**src/rtl/core/xrd_pkg.sv**
```systemverilog
// Shared types, codes and helper functions for the xorshift64 range draw block.
// Standalone package; imported by xrd_ctrl, xrd_dpath and the top level.
`default_nettype none

package xrd_pkg;

    localparam int DATA_W    = 64;
    localparam int SEED_W    = 32;
    localparam int DIV_STEPS = DATA_W;
    localparam int CNT_W     = $clog2(DIV_STEPS);

    localparam int XS_SHIFT_A = 13;
    localparam int XS_SHIFT_B = 7;
    localparam int XS_SHIFT_C = 17;

    localparam logic [DATA_W-1:0] GEN_RESET = DATA_W'(1);

    localparam logic FUNC_RESEED = 1'b0;
    localparam logic FUNC_DRAW   = 1'b1;

    localparam logic [1:0] WCODE_8  = 2'd0;
    localparam logic [1:0] WCODE_16 = 2'd1;
    localparam logic [1:0] WCODE_32 = 2'd2;
    localparam logic [1:0] WCODE_64 = 2'd3;

    localparam logic [CNT_W-1:0] CNT_LAST = CNT_W'(DIV_STEPS - 1);

    typedef enum logic [2:0] {
        S_IDLE,
        S_CHECK,
        S_PREP,
        S_DIV,
        S_FIN,
        S_DONE
    } t_state;

    typedef struct packed {
        logic capture;
        logic check;
        logic prep;
        logic div_step;
        logic fin;
        logic out_load;
    } t_dp_cmd;

    typedef struct packed {
        logic is_reseed;
        logic below;
    } t_dp_sts;

    function automatic logic [DATA_W-1:0] width_mask(input logic [1:0] code);
        logic [DATA_W-1:0] m;
        unique case (code)
            WCODE_8:  m = DATA_W'(64'h0000_0000_0000_00FF);
            WCODE_16: m = DATA_W'(64'h0000_0000_0000_FFFF);
            WCODE_32: m = DATA_W'(64'h0000_0000_FFFF_FFFF);
            WCODE_64: m = '1;
            default:  m = '1;
        endcase
        return m;
    endfunction

    function automatic logic [DATA_W-1:0] sign_bit(input logic [1:0] code);
        logic [DATA_W-1:0] b;
        unique case (code)
            WCODE_8:  b = DATA_W'(64'h0000_0000_0000_0080);
            WCODE_16: b = DATA_W'(64'h0000_0000_0000_8000);
            WCODE_32: b = DATA_W'(64'h0000_0000_8000_0000);
            WCODE_64: b = DATA_W'(64'h8000_0000_0000_0000);
            default:  b = DATA_W'(64'h8000_0000_0000_0000);
        endcase
        return b;
    endfunction

    function automatic logic [DATA_W-1:0] xs_advance(input logic [DATA_W-1:0] s_in);
        logic [DATA_W-1:0] s;
        s = s_in;
        s = s ^ (s << XS_SHIFT_A);
        s = s ^ (s >> XS_SHIFT_B);
        s = s ^ (s << XS_SHIFT_C);
        return s;
    endfunction

endpackage

`default_nettype wire

```
**src/rtl/core/xrd_dpath.sv**
```systemverilog
// Datapath: generator state, bound check, restoring remainder unit, result registers.
// Depends on xrd_pkg; driven by commands from xrd_ctrl.
`default_nettype none

module xrd_dpath import xrd_pkg::*; (
    input  wire logic              i_clk,
    input  wire logic              i_rst_n,
    input  wire t_dp_cmd           i_cmd,
    output t_dp_sts                o_sts,
    input  wire logic              i_func,
    input  wire logic [SEED_W-1:0] i_seed_value,
    input  wire logic [DATA_W-1:0] i_low_bound,
    input  wire logic [DATA_W-1:0] i_high_bound,
    input  wire logic [1:0]        i_width_code,
    input  wire logic              i_is_signed,
    output logic      [DATA_W-1:0] o_value,
    output logic                   o_range_error
);

    logic [DATA_W-1:0] r_gen, n_gen;
    logic              r_func;
    logic [SEED_W-1:0] r_seed;
    logic [DATA_W-1:0] r_lo, r_hi;
    logic [1:0]        r_code;
    logic              r_sgn;
    logic [DATA_W-1:0] r_div;
    logic              r_full;
    logic [DATA_W-1:0] r_rem;
    logic [DATA_W-1:0] r_dvd;
    logic [DATA_W-1:0] r_res;
    logic              r_err;
    logic [DATA_W-1:0] r_value;
    logic              r_range_error;

    logic [DATA_W-1:0] flip;
    logic              below;
    logic [DATA_W:0]   rem_sh;
    logic [DATA_W:0]   rem_sub;
    logic [DATA_W-1:0] fin_sel;

    always_comb begin
        flip    = r_sgn ? sign_bit(r_code) : '0;
        below   = (r_hi ^ flip) < (r_lo ^ flip);
        rem_sh  = {r_rem, r_dvd[DATA_W-1]};
        rem_sub = rem_sh - {1'b0, r_div};
        fin_sel = r_full ? r_gen : r_rem;
        n_gen   = r_gen;
        if (i_cmd.check) begin
            if (r_func == FUNC_RESEED) begin
                n_gen = (r_seed == '0) ? GEN_RESET : DATA_W'(r_seed);
            end else if (!below) begin
                n_gen = xs_advance(r_gen);
            end
        end
    end

    assign o_sts.is_reseed = (r_func == FUNC_RESEED);
    assign o_sts.below     = below;

    always_ff @(posedge i_clk) begin
        if (!i_rst_n) begin
            r_gen <= GEN_RESET;
        end else begin
            r_gen <= n_gen;
        end
    end

    always_ff @(posedge i_clk) begin
        if (i_cmd.capture) begin
            r_func <= i_func;
            r_seed <= i_seed_value;
            r_lo   <= i_low_bound & width_mask(i_width_code);
            r_hi   <= i_high_bound & width_mask(i_width_code);
            r_code <= i_width_code;
            r_sgn  <= i_is_signed;
        end
        if (i_cmd.check) begin
            r_div <= (r_hi - r_lo) & width_mask(r_code);
            r_res <= '0;
            r_err <= (r_func != FUNC_RESEED) && below;
        end
        if (i_cmd.prep) begin
            r_full <= (r_div == '1);
            r_div  <= r_div + DATA_W'(1);
            r_rem  <= '0;
            r_dvd  <= r_gen;
        end
        if (i_cmd.div_step) begin
            r_rem <= rem_sub[DATA_W] ? rem_sh[DATA_W-1:0] : rem_sub[DATA_W-1:0];
            r_dvd <= {r_dvd[DATA_W-2:0], 1'b0};
        end
        if (i_cmd.fin) begin
            r_res <= (r_lo + fin_sel) & width_mask(r_code);
            r_err <= 1'b0;
        end
        if (i_cmd.out_load) begin
            r_value       <= r_res;
            r_range_error <= r_err;
        end
    end

    assign o_value       = r_value;
    assign o_range_error = r_range_error;

endmodule

`default_nettype wire

```
**src/rtl/core/xrd_ctrl.sv**
```systemverilog
// Controller: sequences capture, check, 64-step remainder and result hand-off.
// Depends on xrd_pkg; drives xrd_dpath through t_dp_cmd.
`default_nettype none

module xrd_ctrl import xrd_pkg::*; (
    input  wire logic    i_clk,
    input  wire logic    i_rst_n,
    input  wire logic    i_in_valid,
    output logic         o_in_stall,
    output logic         o_out_valid,
    input  wire logic    i_out_stall,
    input  wire t_dp_sts i_sts,
    output t_dp_cmd      o_cmd
);

    t_state           r_state, n_state;
    logic [CNT_W-1:0] r_cnt, n_cnt;
    logic             r_out_valid, n_out_valid;

    always_ff @(posedge i_clk) begin
        if (!i_rst_n) begin
            r_state     <= S_IDLE;
            r_cnt       <= '0;
            r_out_valid <= 1'b0;
        end else begin
            r_state     <= n_state;
            r_cnt       <= n_cnt;
            r_out_valid <= n_out_valid;
        end
    end

    always_comb begin
        n_state     = r_state;
        n_cnt       = r_cnt;
        n_out_valid = r_out_valid && i_out_stall;
        o_cmd       = '0;
        unique case (r_state)
            S_IDLE: begin
                if (i_in_valid) begin
                    o_cmd.capture = 1'b1;
                    n_state       = S_CHECK;
                end
            end
            S_CHECK: begin
                o_cmd.check = 1'b1;
                n_state     = (i_sts.is_reseed || i_sts.below) ? S_DONE : S_PREP;
            end
            S_PREP: begin
                o_cmd.prep = 1'b1;
                n_cnt      = '0;
                n_state    = S_DIV;
            end
            S_DIV: begin
                o_cmd.div_step = 1'b1;
                n_cnt          = r_cnt + CNT_W'(1);
                if (r_cnt == CNT_LAST) begin
                    n_state = S_FIN;
                end
            end
            S_FIN: begin
                o_cmd.fin = 1'b1;
                n_state   = S_DONE;
            end
            S_DONE: begin
                if (!r_out_valid || !i_out_stall) begin
                    o_cmd.out_load = 1'b1;
                    n_out_valid    = 1'b1;
                    n_state        = S_IDLE;
                end
            end
            default: begin
                n_state = S_IDLE;
            end
        endcase
    end

    assign o_in_stall  = (r_state != S_IDLE);
    assign o_out_valid = r_out_valid;

`ifndef SYNTHESIS
    a_accept_to_check: assert property (@(posedge i_clk) disable iff (!i_rst_n)
        (i_in_valid && !o_in_stall) |=> (r_state == S_CHECK))
        else $error("accepted transaction did not enter check");

    a_div_count: assert property (@(posedge i_clk) disable iff (!i_rst_n)
        (r_state == S_DIV && r_cnt != CNT_LAST)
            |=> (r_state == S_DIV && r_cnt == $past(r_cnt) + CNT_W'(1)))
        else $error("remainder step count broken");

    a_load_only_done: assert property (@(posedge i_clk) disable iff (!i_rst_n)
        o_cmd.out_load |-> (r_state == S_DONE && (!r_out_valid || !i_out_stall)))
        else $error("result loaded over a pending transaction");

    a_out_kept: assert property (@(posedge i_clk) disable iff (!i_rst_n)
        (r_out_valid && i_out_stall) |=> r_out_valid)
        else $error("stalled result dropped");
`endif

endmodule

`default_nettype wire

```
**src/rtl/core/xorshift64_range_draw_core.sv**
```systemverilog
// Usage:
//   Input channel: i_in_valid / o_in_stall with fields i_func, i_seed_value,
//   i_low_bound, i_high_bound, i_width_code, i_is_signed. A transaction is taken
//   at a clock edge where i_in_valid is high and o_in_stall is low.
//   Output channel: o_out_valid / i_out_stall with fields o_value, o_range_error;
//   exactly one result transaction per input transaction, in order.
//   A reseed loads the 32-bit seed (zero becomes one) and returns zero.
//   A draw with high below low returns range_error and keeps the generator.
//   Otherwise the generator advances and low + state mod (span + 1) is returned.
//   A reseed or range error steps through S_CHECK and S_DONE to o_out_valid;
//   a draw through S_CHECK, S_PREP, S_DIV, S_FIN and S_DONE, where S_DIV runs
//   the bit-serial restoring remainder unit, one dividend bit per cycle.
//   One transaction is worked on at a time.
//   The result sits in an output register, so the next transaction is accepted
//   while a finished result waits under i_out_stall; a later result waits in
//   the datapath until the output register frees up.
//   Reset (i_rst_n low, synchronous) sets the generator state to one and
//   empties the output register.
// Depends on xrd_pkg, xrd_ctrl, xrd_dpath.
`default_nettype none

module xorshift64_range_draw_core import xrd_pkg::*; (
    input  wire logic              i_clk,
    input  wire logic              i_rst_n,
    input  wire logic              i_in_valid,
    output logic                   o_in_stall,
    input  wire logic              i_func,
    input  wire logic [SEED_W-1:0] i_seed_value,
    input  wire logic [DATA_W-1:0] i_low_bound,
    input  wire logic [DATA_W-1:0] i_high_bound,
    input  wire logic [1:0]        i_width_code,
    input  wire logic              i_is_signed,
    output logic                   o_out_valid,
    input  wire logic              i_out_stall,
    output logic      [DATA_W-1:0] o_value,
    output logic                   o_range_error
);

    t_dp_cmd cmd;
    t_dp_sts sts;

    xrd_ctrl u_ctrl (
        .i_clk       (i_clk),
        .i_rst_n     (i_rst_n),
        .i_in_valid  (i_in_valid),
        .o_in_stall  (o_in_stall),
        .o_out_valid (o_out_valid),
        .i_out_stall (i_out_stall),
        .i_sts       (sts),
        .o_cmd       (cmd)
    );

    xrd_dpath u_dpath (
        .i_clk         (i_clk),
        .i_rst_n       (i_rst_n),
        .i_cmd         (cmd),
        .o_sts         (sts),
        .i_func        (i_func),
        .i_seed_value  (i_seed_value),
        .i_low_bound   (i_low_bound),
        .i_high_bound  (i_high_bound),
        .i_width_code  (i_width_code),
        .i_is_signed   (i_is_signed),
        .o_value       (o_value),
        .o_range_error (o_range_error)
    );

endmodule

`default_nettype wire
```
**config.mk**
```make
export PLATFORM = sky130hd
export DESIGN_NAME = xorshift64_range_draw_core
export DESIGN_NICKNAME = d
export VERILOG_FILES = /design/src/rtl/core/xrd_pkg.sv /design/src/rtl/core/xrd_dpath.sv /design/src/rtl/core/xrd_ctrl.sv /design/src/rtl/core/xorshift64_range_draw_core.sv
export SDC_FILE = /design/constraint.sdc
export NUM_CORES = 1
export LEC_CHECK = 0
export BUFFER_PORTS_ARGS = -buffer_cell sky130_fd_sc_hd__buf_2
export CAP_MARGIN = 20
export CORE_ASPECT_RATIO = 0.9
export CORE_UTILIZATION = 50
export DETAILED_ROUTE_END_ITERATION = 7
export PLACE_DENSITY_LB_ADDON = 0.1
export SLEW_MARGIN = 30
export SYNTH_ARGS = -nofsm -noshare
export SYNTH_HDL_FRONTEND = slang
export SYNTH_SLANG_ARGS = --single-unit
```
**constraint.sdc**
```tcl
create_clock -name i_clk -period 9.5 [get_ports i_clk]
set_input_delay 0.95 -clock i_clk [delete_from_list [all_inputs] [get_ports i_clk]]
set_output_delay 0.95 -clock i_clk [all_outputs]
set_load 0.05 [all_outputs]
```
==> flow_summary_export.csv <==
group,metric,value,unit
placed_design,place_area,0.03823,mm^2
synth,synth_area_leaders,"edfxtp_1 40%, xnor2_1 6.8%, ha_1 6.6%",
drt,wirelength,101700,um
synth,synth_nets,4039,
timing,period_minus_slack,4.846,ns
pwr,ir_worst_vdd,129.8,uV
synth,synth_largest_area_cell,"edfxtp_1",
grt,grt-ovfl-total,0,
synth,async_flop_share,0,%
synth,syn_area,0.03638,mm^2
layout,design_area,0.04021,mm^2
grt,antenna_found_initial,4,
floorplanning,die_w,286.3,um
synth,muxShareOfSynthArea,5.145,%
setup_path,setup.worst_path.end_class,"flop",
pwr,powerDensity,241.4,mW/mm^2
layout,drive_gt1_share,12.20,%
placed_design,gp_congestion,0.9350,
drt,dr.pass1.iters,5,
layout,syn_to_final_growth,10.52,%
synth,seq_area_frac_synth,44.21,%
synth,synth_flop_cell,"edfxtp_1",
floorplanning,core_area,0.07180,mm^2
drt,first_iter_violations,2187,
drt,drc,0,
clocking,cts_setup_buffers,0,
floorplanning,num_rows,93,
synth,synth_cell_types,88,
synth,synth-warning-count,0,
grt,grt_pass1_vias,25780,
setup_path,crit_arrival,5.21,ns
clocking,clkTransAtPathRegs,0.06,ns
grt,grt_use_total,27.04,%
synth,synth_compound_area_share,16.19,%
synth,netlist.area_leader.share,40.03,%
grt,grt_max_degree,133,
layout,finish.utilization,56.01,%
placed_design,dp_hpwl,78300,um
synth,ys_ff_latch,561,
timing,tightest_slew,0.9991,ns
synth,synth_cells,3676,
clocking,hold_buffers,0,
clocking,cts_root_buf,"clkbuf_16",
synth,synth.avg_cell_area,9.898,um^2
timing,maxSlewViolCount,0,
synth,synth_fa_ha_area_share,6.795,%
synth,yosys.area_share.simple,14.10,%
setup_path,cp.required,9.87,ns
pwr,p_total,9707,uW
timing,worst_slack,4.654,ns
setup_path,crit_type,"flop to flop",
layout,antenna_cells,0,
placed_design,io_buffer_count,234,
drt,avgViaCountPerCell,5.824,
clocking,cts_htree_levels,2,
clocking,cts_resized,0,
grt,grt_pass1_wl,152900,um
layout,fin_nets,4157,
setup_path,start_kind,"flop",
floorplanning,initial_core_util,50.68,%
drt,wl_per_cell,21.22,um
drt,antenna_left,0,
synth,synth_xor_area_share,9.364,%
drt,vias,27930,
timing,setup_viol,0,
floorplanning,die_h,257.9,um
clocking,cts_made_buffers,60,
clocking,cts_tree,"yes",
timing,fmax,206.3,MHz
pwr,leakage,0.01605,uW
worst_hold_path,hold_path_class,"flop to flop",
run,cap_viol_max_count,0,
timing,hold_viol,0,
floorplanning,dieArea,0.07385,mm^2
timing,slew_headroom,33.09,%
synth,synth_edf_count,485,
timing,fin_skew,0.03455,ns
floorplanning,ios,235,
clocking,clk_latency,0.65,ns
placed_design,dp_slack,4.707,ns
synth,synth_top_family_by_area,"compound AO/OA/AOI/OAI gates",
timing,timing.setup.tns,0,ns
clocking,cts_sinks,561,
setup_path,crit_fanout,65,
clocking,cts.path.max_buffers,3,
status,status,"completed",
timing,fin_crit_sh,51.01,%
timing,rsz0062_at_grt,"false",
layer usage:
layer / vias up / global-route usage [%] / routed length [um]
met2: 917 / 38.86 / 41900
met4: 0 / 7.264 / 2533
met5: - / 0 / 0
li1: 13670 / - / -
met1: 13210 / 42.84 / 50150
met3: 128 / 2.703 / 7157
path summary, 6_finish.rpt:
check	startpoint	cells after the start	end	slack, ns
setup / recovery	u_dpath.r_full	14	u_dpath.r_res[56]	4.65
hold / removal	u_dpath.r_res[21]	0	u_dpath.o_value[21]	0.41
setup reg to reg	u_dpath.r_full	14	u_dpath.r_res[56]	4.65
hold reg to reg	u_dpath.r_res[21]	0	u_dpath.o_value[21]	0.41
synth_stat cells, types with 9 or more instances:
library cell	n
edfxtp_1	485
nor2_1	301
xnor2_1	283
nand2_1	240
a21oi_1	239
ha_1	192
inv_1	188
clkbuf_1	176
o21ai_0	147
mux2i_1	115
a21o_1	107
xor2_1	106
nand3_1	87
and3_1	85
dfxtp_1	76
nand4_1	70
mux2_2	62
o22ai_1	59
nor3_1	52
and2_1	49
nor2b_1	44
a31oi_1	43
o21bai_1	39
o211a_1	28
o21a_1	28
or3_1	27
o21ai_1	25
nand2b_1	24
nor4_1	24
a211oi_1	22
o211ai_1	21
a22oi_1	19
buf_1	15
o31ai_1	15
a21boi_0	13
nor3b_1	10
a211o_1	9
a41oi_1	9
cell families (layout without fill, tap and decap cells):
kind of cell / Yosys count / count (layout)
and+or+nand+nor: 1047 / 1047
AOI/OAI and AO/OA: 906 / 906
DFF: 561 / 561
buffers and inverters: 399 / 568
xor gates and xnor gates: 389 / 389
adders and majority gates: 196 / 196
muxes: 178 / 178
critical path: stages, from the launching register on:
cell	delay, ns
edfxtp_1	0.32
buf_4	0.61
mux2_2	0.41
ha_1	0.33
and3_1	0.24
and2_1	0.17
a211oi_1	0.22
a21bo_2	0.30
a2111oi_2	0.52
o21ai_1	0.23
a31oi_1	0.42
o31a_1	0.35
o21ai_0	0.16
xnor2_1	0.15
nor2_1	0.06
placed cells by master (no fill, tap or decap), types with 115 or more instances in the layout:
cell type and n:
nor2_1 299, inv_1 188, edfxtp_1 485, xnor2_1 283
nand2_1 236, buf_2 234, o21ai_0 147, mux2i_1 115
a21oi_1 238, ha_1 192
report_power, final:
group          leakage, uW  internal [uW]  switching, uW  total, uW
logic              0.00988           1520           2300       3820
registers          0.00522           3150            376       3520
clock network     0.000959           1350           1020       2370
through the flow:
step	std cells	hold WS, ns
6_report	4795	0.4083
2_1_floorplan	3676	0.4003
3_3_place_gp	4682	0.4007
3_5_place_dp	4682	0.4045
4_1_cts	4795	0.4093
5_1_grt	4795	0.4224
registers in the layout, summed over array words and instances (netlist names):
signal	count
u_dpath.r_res	64
u_dpath.r_hi	64
u_dpath.r_code	2
u_dpath.o_range_error	1
u_ctrl.r_state	3
u_dpath.r_sgn	1
u_dpath.r_full	1
u_dpath.r_rem	64
u_ctrl.r_cnt	6
u_dpath.r_dvd	64
u_dpath.r_div	64
u_dpath.r_func	1
u_dpath.r_lo	64
u_dpath.o_value	64
u_dpath.r_gen	64
u_ctrl.o_out_valid	1
u_dpath.r_err	1
u_dpath.r_seed	32
final cells by class:
type / count / area, um^2
clock buffers: 74 / 1605
clock inverters: 39 / 376.6
fillers: 6376 / 31580
inverters: 196 / 738.2
multi-input cells: 2716 / 18830
flip-flops and latches: 561 / 16090
well taps: 950 / 1189
repair buffers: 259 / 1384
(Power assumes the default switching activity.)
